===== src/rtl/gnpc_pkg.sv =====
`timescale 1ns / 1ps

package gnpc_pkg;

   // lcg step r = r*2053 + 13849 mod 2^16
   localparam logic [31:0] LCG_MUL = 32'd2053;
   localparam logic [31:0] LCG_ADD = 32'd13849;

   // draws per sample and the step counter width
   localparam int unsigned DRAWS = 12;
   localparam int unsigned CNT_W = 4;

   // sum of twelve uniforms is centred by 6 * 65536
   localparam logic signed [19:0] SUM_CENTRE = 20'sd393216;

   // widths of the fields
   localparam int unsigned SEED_W   = 16;
   localparam int unsigned SUM_W    = 20;
   localparam int unsigned SAMPLE_W = 19;

   // channel compare width, wide enough for the largest channel count
   localparam int unsigned CH_CMP_W = 11;

   // request kinds
   localparam logic KIND_DRAW = 1'b0;
   localparam logic KIND_LOAD = 1'b1;

   // result of the lcg sequencer
   typedef struct packed {
      logic                     done;
      logic [SEED_W-1:0]        seed;
      logic signed [SUM_W-1:0]  centred;
   } lcg_res_type;

   // control sequencer states
   typedef enum logic [2:0] {
      ST_IDLE,
      ST_READ,
      ST_START,
      ST_RUN,
      ST_SCALE,
      ST_HOLD
   } state_type;

endpackage


===== src/rtl/gnpc_seed_mem.sv =====
`timescale 1ns / 1ps

module gnpc_seed_mem
   import gnpc_pkg::*;
#(
   parameter int unsigned DEPTH = 65,
   parameter int unsigned IDX_W = 7
) (
   input  logic              clock,
   input  logic              reset,
   input  logic              wr_en,
   input  logic [IDX_W-1:0]  wr_addr,
   input  logic [SEED_W-1:0] wr_data,
   input  logic              rd_en,
   input  logic [IDX_W-1:0]  rd_addr,
   output logic [SEED_W-1:0] rd_data
);

   logic [SEED_W-1:0] seed_ff [DEPTH];
   logic [DEPTH-1:0]  valid_ff;
   logic [SEED_W-1:0] rd_data_ff;

   // seed storage, single write port
   always_ff @(posedge clock) begin
      if (wr_en) begin
         seed_ff[wr_addr] <= wr_data;
      end
   end

   // entries read as zero until written after reset
   always_ff @(posedge clock) begin
      if (reset) begin
         valid_ff <= '0;
      end else if (wr_en) begin
         valid_ff[wr_addr] <= 1'b1;
      end
   end

   // registered read port
   always_ff @(posedge clock) begin
      if (rd_en) begin
         rd_data_ff <= valid_ff[rd_addr] ? seed_ff[rd_addr] : '0;
      end
   end

   assign rd_data = rd_data_ff;

endmodule


===== src/rtl/gnpc_lcg.sv =====
`timescale 1ns / 1ps

module gnpc_lcg
   import gnpc_pkg::*;
(
   input  logic              clock,
   input  logic              reset,
   input  logic              start,
   input  logic [SEED_W-1:0] seed,
   output lcg_res_type       res
);

   logic                    busy_ff, busy_in;
   logic                    done_ff, done_in;
   logic [CNT_W-1:0]        cnt_ff, cnt_in;
   logic [SEED_W-1:0]       r_ff, r_in;
   logic signed [SUM_W-1:0] acc_ff, acc_in;
   logic [SEED_W-1:0]       r_next;

   // one lcg step per cycle
   assign r_next = SEED_W'(32'(r_ff) * LCG_MUL + LCG_ADD);

   // step sequencing and centred accumulation
   always_comb begin
      busy_in = busy_ff;
      done_in = 1'b0;
      cnt_in  = cnt_ff;
      r_in    = r_ff;
      acc_in  = acc_ff;
      if (start) begin
         busy_in = 1'b1;
         cnt_in  = '0;
         r_in    = seed;
         acc_in  = -SUM_CENTRE;
      end else if (busy_ff) begin
         r_in   = r_next;
         acc_in = acc_ff + signed'({{(SUM_W-SEED_W){1'b0}}, r_next});
         cnt_in = cnt_ff + 1'b1;
         if (cnt_ff == CNT_W'(DRAWS - 1)) begin
            busy_in = 1'b0;
            done_in = 1'b1;
         end
      end
   end

   // control state
   always_ff @(posedge clock) begin
      if (reset) begin
         busy_ff <= 1'b0;
         done_ff <= 1'b0;
         cnt_ff  <= '0;
      end else begin
         busy_ff <= busy_in;
         done_ff <= done_in;
         cnt_ff  <= cnt_in;
      end
   end

   // datapath
   always_ff @(posedge clock) begin
      r_ff   <= r_in;
      acc_ff <= acc_in;
   end

   assign res.done    = done_ff;
   assign res.seed    = r_ff;
   assign res.centred = acc_ff;

endmodule


===== src/rtl/gnpc_scale.sv =====
`timescale 1ns / 1ps

module gnpc_scale
   import gnpc_pkg::*;
(
   input  logic                     clock,
   input  logic                     reset,
   input  logic                     in_valid,
   input  logic signed [15:0]       mean,
   input  logic signed [15:0]       spread,
   input  logic signed [SUM_W-1:0]  centred,
   output logic                     out_valid,
   output logic [SAMPLE_W-1:0]      sample
);

   logic                     v1_ff, v2_ff;
   logic signed [35:0]       prod_ff;
   logic signed [15:0]       mean_ff;
   logic [SAMPLE_W-1:0]      sample_ff;
   logic signed [37:0]       num;
   logic signed [21:0]       quot;

   // valid pipeline
   always_ff @(posedge clock) begin
      if (reset) begin
         v1_ff <= 1'b0;
         v2_ff <= 1'b0;
      end else begin
         v1_ff <= in_valid;
         v2_ff <= v1_ff;
      end
   end

   // stage one: spread times centred sum
   always_ff @(posedge clock) begin
      if (in_valid) begin
         prod_ff <= 36'(spread * centred);
         mean_ff <= mean;
      end
   end

   // stage two: add mean, divide by 2^16 truncating toward zero
   always_comb begin
      num  = 38'(signed'({mean_ff, 16'h0000})) + 38'(prod_ff);
      quot = 22'(num >>> 16);
      if (num[37] && (num[15:0] != 16'h0000)) begin
         quot = quot + 22'sd1;
      end
   end

   always_ff @(posedge clock) begin
      if (v1_ff) begin
         sample_ff <= quot[SAMPLE_W-1:0];
      end
   end

   assign out_valid = v2_ff;
   assign sample    = sample_ff;

endmodule


===== src/rtl/gaussian_noise_per_channel_core.sv =====
`timescale 1ns / 1ps
// draw: rsp_tvalid rises after the seed read, the lcg start, the twelve lcg steps of the shared
// step unit, the done cycle, a two-stage scale and the result register; no new draw is accepted
// until the result is loaded into the result register, which waits while the result side stalls
// seed load: taken in the idle state, no result; the block stays ready for the next request
// reset (synchronous, active high) clears control and marks every seed as zero

module gaussian_noise_per_channel_core
   import gnpc_pkg::*;
#(
   parameter int unsigned CHANNELS = 64
) (
   input  logic        clock,
   input  logic        reset,
   input  logic        req_tvalid,
   output logic        req_tready,
   // [7:0] channel, [23:8] mean, [39:24] spread, [55:40] seed_value
   input  logic [55:0] req_tdata,
   // [0] kind
   input  logic        req_tuser,
   output logic        rsp_tvalid,
   input  logic        rsp_tready,
   // [18:0] sample, [23:19] zero
   output logic [23:0] rsp_tdata
);

   localparam int unsigned DEPTH = CHANNELS + 1;
   localparam int unsigned IDX_W = $clog2(DEPTH);
   localparam logic [IDX_W-1:0] SPARE_IDX = IDX_W'(CHANNELS);
   localparam logic [CH_CMP_W-1:0] CH_LIMIT = CH_CMP_W'(CHANNELS);

   state_type state_ff, state_in;

   logic signed [7:0]    req_channel;
   logic signed [15:0]   req_mean, req_spread;
   logic [SEED_W-1:0]    req_seed;
   logic [CH_CMP_W-1:0]  ch_wide;
   logic [IDX_W-1:0]     req_idx;
   logic                 req_fire, load_fire, draw_fire;

   logic [IDX_W-1:0]     idx_ff;
   logic signed [15:0]   mean_ff, spread_ff;

   logic                 mem_wr_en, mem_rd_en, lcg_start, scale_in;
   logic [IDX_W-1:0]     mem_wr_addr;
   logic [SEED_W-1:0]    mem_wr_data, mem_rd_data;
   lcg_res_type          lcg_res;
   logic                 scale_valid;
   logic [SAMPLE_W-1:0]  scale_sample;

   logic                 rsp_free, rsp_load;
   logic                 rsp_valid_ff, rsp_valid_in;
   logic [SAMPLE_W-1:0]  rsp_sample_ff;

   // request field unpack
   assign req_channel = req_tdata[7:0];
   assign req_mean    = req_tdata[23:8];
   assign req_spread  = req_tdata[39:24];
   assign req_seed    = req_tdata[55:40];

   // entry select, negative or too-large channels use the spare entry
   assign ch_wide = {{(CH_CMP_W-7){1'b0}}, req_channel[6:0]};
   assign req_idx = (req_channel[7] || (ch_wide >= CH_LIMIT)) ? SPARE_IDX
                                                              : ch_wide[IDX_W-1:0];

   assign req_fire  = req_tvalid && req_tready;
   assign load_fire = req_fire && (req_tuser == KIND_LOAD);
   assign draw_fire = req_fire && (req_tuser == KIND_DRAW);

   // result register free when empty or being taken
   assign rsp_free = !rsp_valid_ff || rsp_tready;

   // next state
   always_comb begin
      state_in = state_ff;
      unique case (state_ff)
         ST_IDLE: begin
            if (draw_fire) state_in = ST_READ;
         end
         ST_READ:  state_in = ST_START;
         ST_START: state_in = ST_RUN;
         ST_RUN: begin
            if (lcg_res.done) state_in = ST_SCALE;
         end
         ST_SCALE: begin
            if (scale_valid) state_in = rsp_free ? ST_IDLE : ST_HOLD;
         end
         ST_HOLD: begin
            if (rsp_free) state_in = ST_IDLE;
         end
         default: state_in = ST_IDLE;
      endcase
   end

   // state outputs
   always_comb begin
      req_tready = 1'b0;
      mem_rd_en  = 1'b0;
      lcg_start  = 1'b0;
      scale_in   = 1'b0;
      rsp_load   = 1'b0;
      unique case (state_ff)
         ST_IDLE:  req_tready = 1'b1;
         ST_READ:  mem_rd_en  = 1'b1;
         ST_START: lcg_start  = 1'b1;
         ST_RUN:   scale_in   = lcg_res.done;
         ST_SCALE: rsp_load   = scale_valid && rsp_free;
         ST_HOLD:  rsp_load   = rsp_free;
         default: ;
      endcase
   end

   // memory write port: seed load or draw writeback
   assign mem_wr_en   = load_fire || scale_in;
   assign mem_wr_addr = load_fire ? req_idx : idx_ff;
   assign mem_wr_data = load_fire ? req_seed : lcg_res.seed;

   always_ff @(posedge clock) begin
      if (reset) begin
         state_ff <= ST_IDLE;
      end else begin
         state_ff <= state_in;
      end
   end

   // draw operands
   always_ff @(posedge clock) begin
      if (draw_fire) begin
         idx_ff    <= req_idx;
         mean_ff   <= req_mean;
         spread_ff <= req_spread;
      end
   end

   // result register
   always_comb begin
      rsp_valid_in = rsp_valid_ff;
      if (rsp_load) begin
         rsp_valid_in = 1'b1;
      end else if (rsp_tready) begin
         rsp_valid_in = 1'b0;
      end
   end

   always_ff @(posedge clock) begin
      if (reset) begin
         rsp_valid_ff <= 1'b0;
      end else begin
         rsp_valid_ff <= rsp_valid_in;
      end
   end

   always_ff @(posedge clock) begin
      if (rsp_load) begin
         rsp_sample_ff <= scale_sample;
      end
   end

   assign rsp_tvalid = rsp_valid_ff;
   assign rsp_tdata  = {{(24-SAMPLE_W){1'b0}}, rsp_sample_ff};

   gnpc_seed_mem #(
      .DEPTH (DEPTH),
      .IDX_W (IDX_W)
   ) u_seed_mem (
      .clock   (clock),
      .reset   (reset),
      .wr_en   (mem_wr_en),
      .wr_addr (mem_wr_addr),
      .wr_data (mem_wr_data),
      .rd_en   (mem_rd_en),
      .rd_addr (idx_ff),
      .rd_data (mem_rd_data)
   );

   gnpc_lcg u_lcg (
      .clock (clock),
      .reset (reset),
      .start (lcg_start),
      .seed  (mem_rd_data),
      .res   (lcg_res)
   );

   gnpc_scale u_scale (
      .clock     (clock),
      .reset     (reset),
      .in_valid  (scale_in),
      .mean      (mean_ff),
      .spread    (spread_ff),
      .centred   (lcg_res.centred),
      .out_valid (scale_valid),
      .sample    (scale_sample)
   );

endmodule


===== config.mk =====
export PLATFORM = sky130hd
export DESIGN_NAME = gaussian_noise_per_channel_core
export DESIGN_NICKNAME = d
export VERILOG_FILES = /design/src/rtl/gnpc_pkg.sv /design/src/rtl/gnpc_seed_mem.sv /design/src/rtl/gnpc_lcg.sv /design/src/rtl/gnpc_scale.sv /design/src/rtl/gaussian_noise_per_channel_core.sv
export SDC_FILE = /design/constraint.sdc
export NUM_CORES = 2
export LEC_CHECK = 0
export ABC_AREA = 0
export BUFFER_PORTS_ARGS = -buffer_cell sky130_fd_sc_hd__buf_2
export CAP_MARGIN = 40
export CELL_PAD_IN_SITES_DETAIL_PLACEMENT = 0
export CELL_PAD_IN_SITES_GLOBAL_PLACEMENT = 1
export CORE_MARGIN = 1
export CORE_UTILIZATION = 35
export CTS_BUF_LIST = sky130_fd_sc_hd__clkbuf_8
export DETAILED_ROUTE_END_ITERATION = 8
export PLACE_DENSITY = 0.66
export SYNTH_ARGS = -nofsm -noshare
export SYNTH_HDL_FRONTEND = slang
export SYNTH_SLANG_ARGS = --single-unit

===== constraint.sdc =====
create_clock -name clock -period 6.3 [get_ports clock]
set_input_delay 1.26 -clock clock [delete_from_list [all_inputs] [get_ports clock]]
set_output_delay 1.26 -clock clock [all_outputs]
set_load 0.05 [all_outputs]

* Yosys cells after proc, flatten, opt, wreduce, memory -nomap -nowiden
Memories as Yosys holds them, arrays and structs flattened. A register that Yosys moved wholly into a read port is not among the register bits. Index checks and enable logic that the tools add are counted.
Storage, ports and cells: bits in registers 242, memory bits (writable) 1040, input bits 61, output and inout port bits 26, memories kept 1
Operators by class: $add $sub $neg 5, $mul 2, magnitude comparators 4, equal/unequal tests 10, mux-type cells 29, bitwise gates (word level) 3, reduce and logical (&&, ||, !) cells 18
Memories:
- u_seed_mem.seed_ff | words 65, bits a word 16, read ports 1, clocked after Yosys merged registers in 1, wr ports 1, line gnpc_seed_mem.sv:19 | logic [SEED_W-1:0] seed_ff [DEPTH];
Operators by type and width (count):
- bitwise OR 65 bit | 1
- 2-to-1 mux 16 bit | 3
- adder 32 x 36 -> 37 bit | 1
- multiplier 16 x 20 -> 36 bit | 1
- adder 20 x 17 -> 20 bit | 1
- adder 19 x 2 -> 19 bit (second input constant) | 1
- 2-to-1 mux 19 bit | 1
- one-hot mux 3 bit (6 select lines) | 1
- adder 16 x 14 -> 16 bit (second input constant) | 1
- less-than comparator 7 x 8 -> 1 bit (second input constant) | 2
- multiplier 16 x 12 -> 16 bit (second input constant) | 1
- nonzero test 16 bit | 1
- 2-to-1 mux 3 bit | 5
- 2-to-1 mux 1 bit | 14
- 2-to-1 mux 7 bit | 2
- binary-select mux 1 bit (select 7 bit) | 1
- demux 1 bit (select 7 bit) | 1
- greater-or-equal comparator 7 x 1 -> 1 bit (second input constant) | 1
- greater-or-equal comparator 7 bit (second input constant) | 1
- == test 3 x 2 -> 1 bit (second input constant) | 2
- == test 3 bit (second input constant) | 2
- logical AND 1 bit | 6
- adder 4 x 1 -> 4 bit (second input constant) | 1
- == test 4 bit (second input constant) | 1
- other kinds (12) | 19

* Longest topological paths before layout
depth in word-level cells 10, gate-level depth with buffers 23, depth with buffers taken out 21

* By module
A second synthesis with hierarchy kept.
Second synthesis, totals: cell total of the unflattened synthesis 4229, area, all modules 64710.8 sq um
By module, submodules not included:
- gnpc_seed_mem | instances 1, cells each 2105, area each 43027.5 sq um, seq. area each 33011.7 sq um
- gnpc_scale | instances 1, cells each 1601, area each 15487.4 sq um, seq. area each 2172.1 sq um
- gnpc_lcg | instances 1, cells each 385, area each 3717.3 sq um, seq. area each 1001.0 sq um
- gaussian_noise_per_channel_core | instances 1, cells each 138, area each 2478.6 sq um, seq. area each 1821.7 sq um

* Least setup slack after synthesis
No wires, ideal clock.
path kind register -> register, from reg u_lcg.acc_ff[16], to reg u_scale.prod_ff[32], data pin, arrival time 6029 ps, data required time 6040 ps, slack 11 ps, stages on the path, launching flop included 22, period minus slack after synthesis 6289 ps, path through dfxtp_1 > clkbuf_1 > clkbuf_1 > nand2_1 > fa_1 > fa_1 > fa_1 > inv_1 > fa_1 > fa_1 > inv_1 > fa_1 > inv_1 > ha_1 > and3_4 > nand2_1 > or3_1 > a211oi_2 > o211ai_1 > a311oi_1 > mux2i_1 > nand2_1
On the way: word-level cells in the longest chain between the ends 1
Ends and longest elaborated chain:
- start: declaration | line gnpc_lcg.sv:17 | logic signed [SUM_W-1:0] acc_ff, acc_in;
- start signal: assignment | line gnpc_lcg.sv:62 | acc_ff <= acc_in;
- multiplier 16 x 20 -> 36 bit | line gnpc_scale.sv:37 | prod_ff <= 36'(spread * centred);
- end signal: assignment | line gnpc_scale.sv:37
- end: declaration | line gnpc_scale.sv:17 | logic signed [35:0] prod_ff;
Every way passes these cells. A chain may end at the register's enable or synchronous reset.

* Worst setup path in the final report
from reg spread_ff[4], to reg u_scale.prod_ff[28], data pin
On the way: word-level cells in the longest chain between the ends 1
Ends and longest elaborated chain:
- start: declaration | line gaussian_noise_per_channel_core.sv:42 | logic signed [15:0] mean_ff, spread_ff;
- start signal: assignment | line gaussian_noise_per_channel_core.sv:131 | spread_ff <= req_spread;
- multiplier 16 x 20 -> 36 bit | line gnpc_scale.sv:37
Every way passes these cells.

==> metrics.txt <==
# TYPE chip_impl_metric gauge
chip_impl_info{name="cp_common_cell",value="fa_1"} 1
chip_impl_metric{name="cts_num_sinks",unit=""} 1298
chip_impl_metric{name="area_overhead_vs_synth",unit="%"} 14.2
chip_impl_metric{name="final.setup_skew",unit="ns"} 0.0843
chip_impl_info{name="layout_common_cells",value="1201 x edfxtp_1, 473 x inv_1, 318 x fa_1, 301 x nand2_1, 249 x nor2_1"} 1
chip_impl_metric{name="synth-seq-cells",unit=""} 1298
chip_impl_metric{name="grt_usage",unit="%"} 18.1
chip_impl_metric{name="async_reset_ff_share",unit="%"} 0
chip_impl_metric{name="wl",unit="mm"} 170
chip_impl_metric{name="via_count",unit=""} 37800
chip_impl_info{name="clock_tree.root_cell",value="clkbuf_8"} 1
chip_impl_metric{name="post-place-cells",unit=""} 6979
chip_impl_metric{name="maxCapViolations",unit=""} 0
chip_impl_metric{name="first_global_vias",unit=""} 38400
chip_impl_metric{name="yosysWarningCount",unit=""} 0
chip_impl_info{name="unrepaired_setup_endpoints_after_global_routing",value="yes"} 1
chip_impl_metric{name="h_tree_depth",unit=""} 4
chip_impl_metric{name="yosysSeqAreaShare",unit="%"} 58.4
chip_impl_metric{name="hpwl",unit="mm"} 113
chip_impl_metric{name="initial_utilization",unit="%"} 35.4
chip_impl_metric{name="drc_violation_count_after_routing",unit=""} 0
chip_impl_metric{name="globalRouteMet3Util",unit="%"} 2.90
chip_impl_metric{name="cts.hold.buffers_added",unit=""} 0
chip_impl_metric{name="finalSetupViolations",unit=""} 0
chip_impl_metric{name="crit_path_max_incr_delay",unit="ns"} 0.54
chip_impl_metric{name="first_iter_violations",unit=""} 2958
chip_impl_metric{name="initial_antenna_violation_count",unit=""} 14
chip_impl_metric{name="finalWeightedCongestion",unit=""} 0.833
chip_impl_metric{name="critPathRequiredTime",unit="ns"} 6.98
chip_impl_info{name="critPathCaptureType",value="flop"} 1
chip_impl_info{name="path_cells",value="and2_4 -> fa_1 -> inv_1 -> fa_1 -> fa_1 -> inv_2 -> fa_1 -> fa_1 -> inv_2 -> fa_1 -> inv_2 -> ha_4 -> and3_4 -> nand2_4 -> or3_4 -> a211oi_4 -> buf_4 -> o211ai_2 -> a2111oi_2 -> o31a_1 -> xnor2_1"} 1
chip_impl_metric{name="first_pass_iters",unit=""} 7
chip_impl_metric{name="ios",unit=""} 87
chip_impl_metric{name="fin_crit_sh",unit="%"} 98.9
chip_impl_metric{name="fp.dieW",unit="µm"} 433
chip_impl_metric{name="largest_net_degree_at_the_start_of_global_routing",unit=""} 112
chip_impl_metric{name="synth.cell_area",unit="µm²"} 65100
chip_impl_info{name="dominant_synthesized_flop_cell",value="edfxtp_1"} 1
chip_impl_metric{name="crit_fanout",unit=""} 8
chip_impl_metric{name="report.final.slew_viol_count",unit=""} 0
chip_impl_metric{name="synth_cell_types",unit=""} 95
chip_impl_metric{name="floorplan.core_area",unit="µm²"} 184000
chip_impl_metric{name="finalCriticalPeriod",unit="ns"} 6.23
chip_impl_info{name="criticalPathCategory",value="flop to flop"} 1
chip_impl_metric{name="timing.final.hold_violations",unit=""} 0
chip_impl_metric{name="via_per_inst",unit=""} 5.11
chip_impl_metric{name="grt_pass1_wl",unit="mm"} 251
chip_impl_metric{name="met2_capacity_usage_during_global_routing",unit="%"} 30.2
chip_impl_metric{name="fp.dieArea",unit="µm²"} 188000
chip_impl_info{name="outcome",value="complete, no violations"} 1
chip_impl_metric{name="final_cells",unit=""} 7386
chip_impl_metric{name="finish.net_count",unit=""} 5304
chip_impl_info{name="min-delay-path-class",value="flop to flop"} 1
chip_impl_metric{name="clock_path_buffers",unit=""} 3
chip_impl_info{name="mostFrequentLayoutCell",value="edfxtp_1"} 1
chip_impl_metric{name="cts.clk_slew.worst_paths",unit="ns"} 0.06
chip_impl_metric{name="synth.avg_cell_area",unit="µm²"} 14.8
chip_impl_metric{name="placement_rows",unit=""} 157
chip_impl_metric{name="utilization",unit="%"} 40.4
chip_impl_info{name="cts_tree",value="built"} 1
chip_impl_metric{name="ratio_of_cells_with_drive_above_1_in_the_final_layout",unit="%"} 19.1
chip_impl_metric{name="floorplan.die.height",unit="µm"} 433
chip_impl_metric{name="worst-slew-pin-transition",unit="ns"} 0.939
chip_impl_info{name="critical_path_startpoint_category",value="flop"} 1
chip_impl_metric{name="cts_inserted_buffers",unit=""} 214
chip_impl_metric{name="grt.met1_usage",unit="%"} 24.1
chip_impl_metric{name="grt-ovfl-total",unit=""} 0
chip_impl_metric{name="syn_inst",unit=""} 4395
chip_impl_metric{name="slew-limit-headroom",unit="%"} 37.4
chip_impl_info{name="top_usage_layer_grt",value="met2"} 1
chip_impl_metric{name="timing.final.ws_setup",unit="ns"} 0.0699
chip_impl_metric{name="drt-wirelength-per-cell",unit="µm"} 23.0
chip_impl_metric{name="clock_latency",unit="ns"} 0.98
chip_impl_metric{name="timing.fmax",unit="MHz"} 161
chip_impl_metric{name="synth-edff-count",unit=""} 1201
chip_impl_metric{name="data_arrival_critical_path",unit="ns"} 6.91
chip_impl_metric{name="placement.io_buffers",unit=""} 81
chip_impl_info{name="worst_path_max_delay_cell",value="fa_1"} 1
chip_impl_metric{name="placement.setup.worst_slack",unit="ns"} -0.180
chip_impl_metric{name="ant_nets",unit=""} 0
Yosys cell counts, types with 51 or more instances:
library cell | instances | area share [%]
nand2_1 | 315 | 1.8
ha_1 | 175 | 3.4
o21ai_0 | 51 | 0.39
inv_1 | 405 | 2.3
a21oi_1 | 160 | 1.2
nor2_1 | 262 | 1.5
xnor2_1 | 77 | 1.0
dfxtp_1 | 97 | 3.0
and2_1 | 164 | 1.6
edfxtp_1 | 1201 | 55
mux2i_1 | 189 | 2.9
nor3_1 | 59 | 0.45
clkbuf_1 | 131 | 0.76
fa_1 | 328 | 10
o221ai_1 | 88 | 1.2
mux4_2 | 200 | 6.9
per-layer routing:
| metal | share of wire [%] | wire length [µm] | vias up |
|---|---|---|---|
| li1 | - | - | 16900 |
| met1 | 43 | 73000 | 19500 |
| met5 | 0.0076 | 13 | - |
| met3 | 5.1 | 8740 | 272 |
| met2 | 49 | 83400 | 1072 |
| met4 | 2.9 | 4890 | 2 |
path summary, 6_finish.rpt:
| kind | to | from | slack, ns | depth (start not counted) |
|---|---|---|---|---|
| worst max-delay path | u_scale.prod_ff[28] | spread_ff[4] | 0.07 | 21 |
| worst min-delay path | u_scale.mean_ff[13] | mean_ff[13] | 0.37 | 0 |
| worst max register to register | u_scale.prod_ff[28] | spread_ff[4] | 0.07 | 21 |
| worst min register to register | u_scale.mean_ff[13] | mean_ff[13] | 0.37 | 0 |
worst max-delay path, delay by kind of cell, from the launching register on:
family | cells | cell delay, ns
adder cells (fa/ha/maj) | 7 | 3.29
AND/OR/NAND/NOR | 4 | 0.86
AO/OA/AOI/OAI | 4 | 0.86
flip-flops | 1 | 0.53
buffers and inverters | 5 | 0.36
XOR/XNOR | 1 | 0.06
sequential cells by signal, indices dropped and copies added, names as in the netlist, 3 cells and up:
register,count
idx_ff,7
mean_ff,16
u_scale.sample,19
u_lcg.r_ff,16
rsp_sample_ff,19
u_scale.mean_ff,16
u_seed_mem.rd_data,16
u_lcg.acc_ff,20
state_ff,3
spread_ff,16
u_lcg.cnt_ff,4
u_scale.prod_ff,36
u_seed_mem.valid_ff,65
u_seed_mem.seed_ff,1040
kinds of logic after synthesis:
family,after synthesis,share of synthesized area [%]
buffers and inverters,624,4.18
xor gates and xnor gates,101,1.36
muxes,401,10.2
DFF,1298,58.4
AOI/OAI and AO/OA,529,5.60
adders and majority gates,503,13.5
and+or+nand+nor,938,6.79
other,1,0.00576
area by class of cell:
class | instances | area, µm²
clock inverters | 173 | 1300
diodes | 11 | 27.5
fillers | 17100 | 110000
clock buffers | 214 | 2950
repair buffers | 343 | 2690
well taps | 2464 | 3080
inverters | 406 | 1530
multi-input cells | 2477 | 24800
flip-flops and latches | 1298 | 38000
per-stage QoR:
stage / setup TNS (ns) / cell area (µm²) / hold slack (ns)
global route: -0.526 / 74300 / 0.381
finish: 0 / 74400 / 0.372
detailed placement: -0.395 / 69700 / 0.405
CTS: -0.00731 / 74000 / 0.375
global placement: -0.636 / 69600 / 0.402
floorplan: 0 / 65100 / 0.400
timing repair:
item | 4_1_cts | 5_1_grt
pin swaps | 9 | 27
resized for setup | 17 | 63
endpoints found under the setup margin | 6 | 12
hold endpoints to repair | 0 | 0
setup buffers | 3 | 5
Power is left out: the tool's default activity adds up to more than one toggle a clock period on the data nets, which glitch-free logic cannot reach.
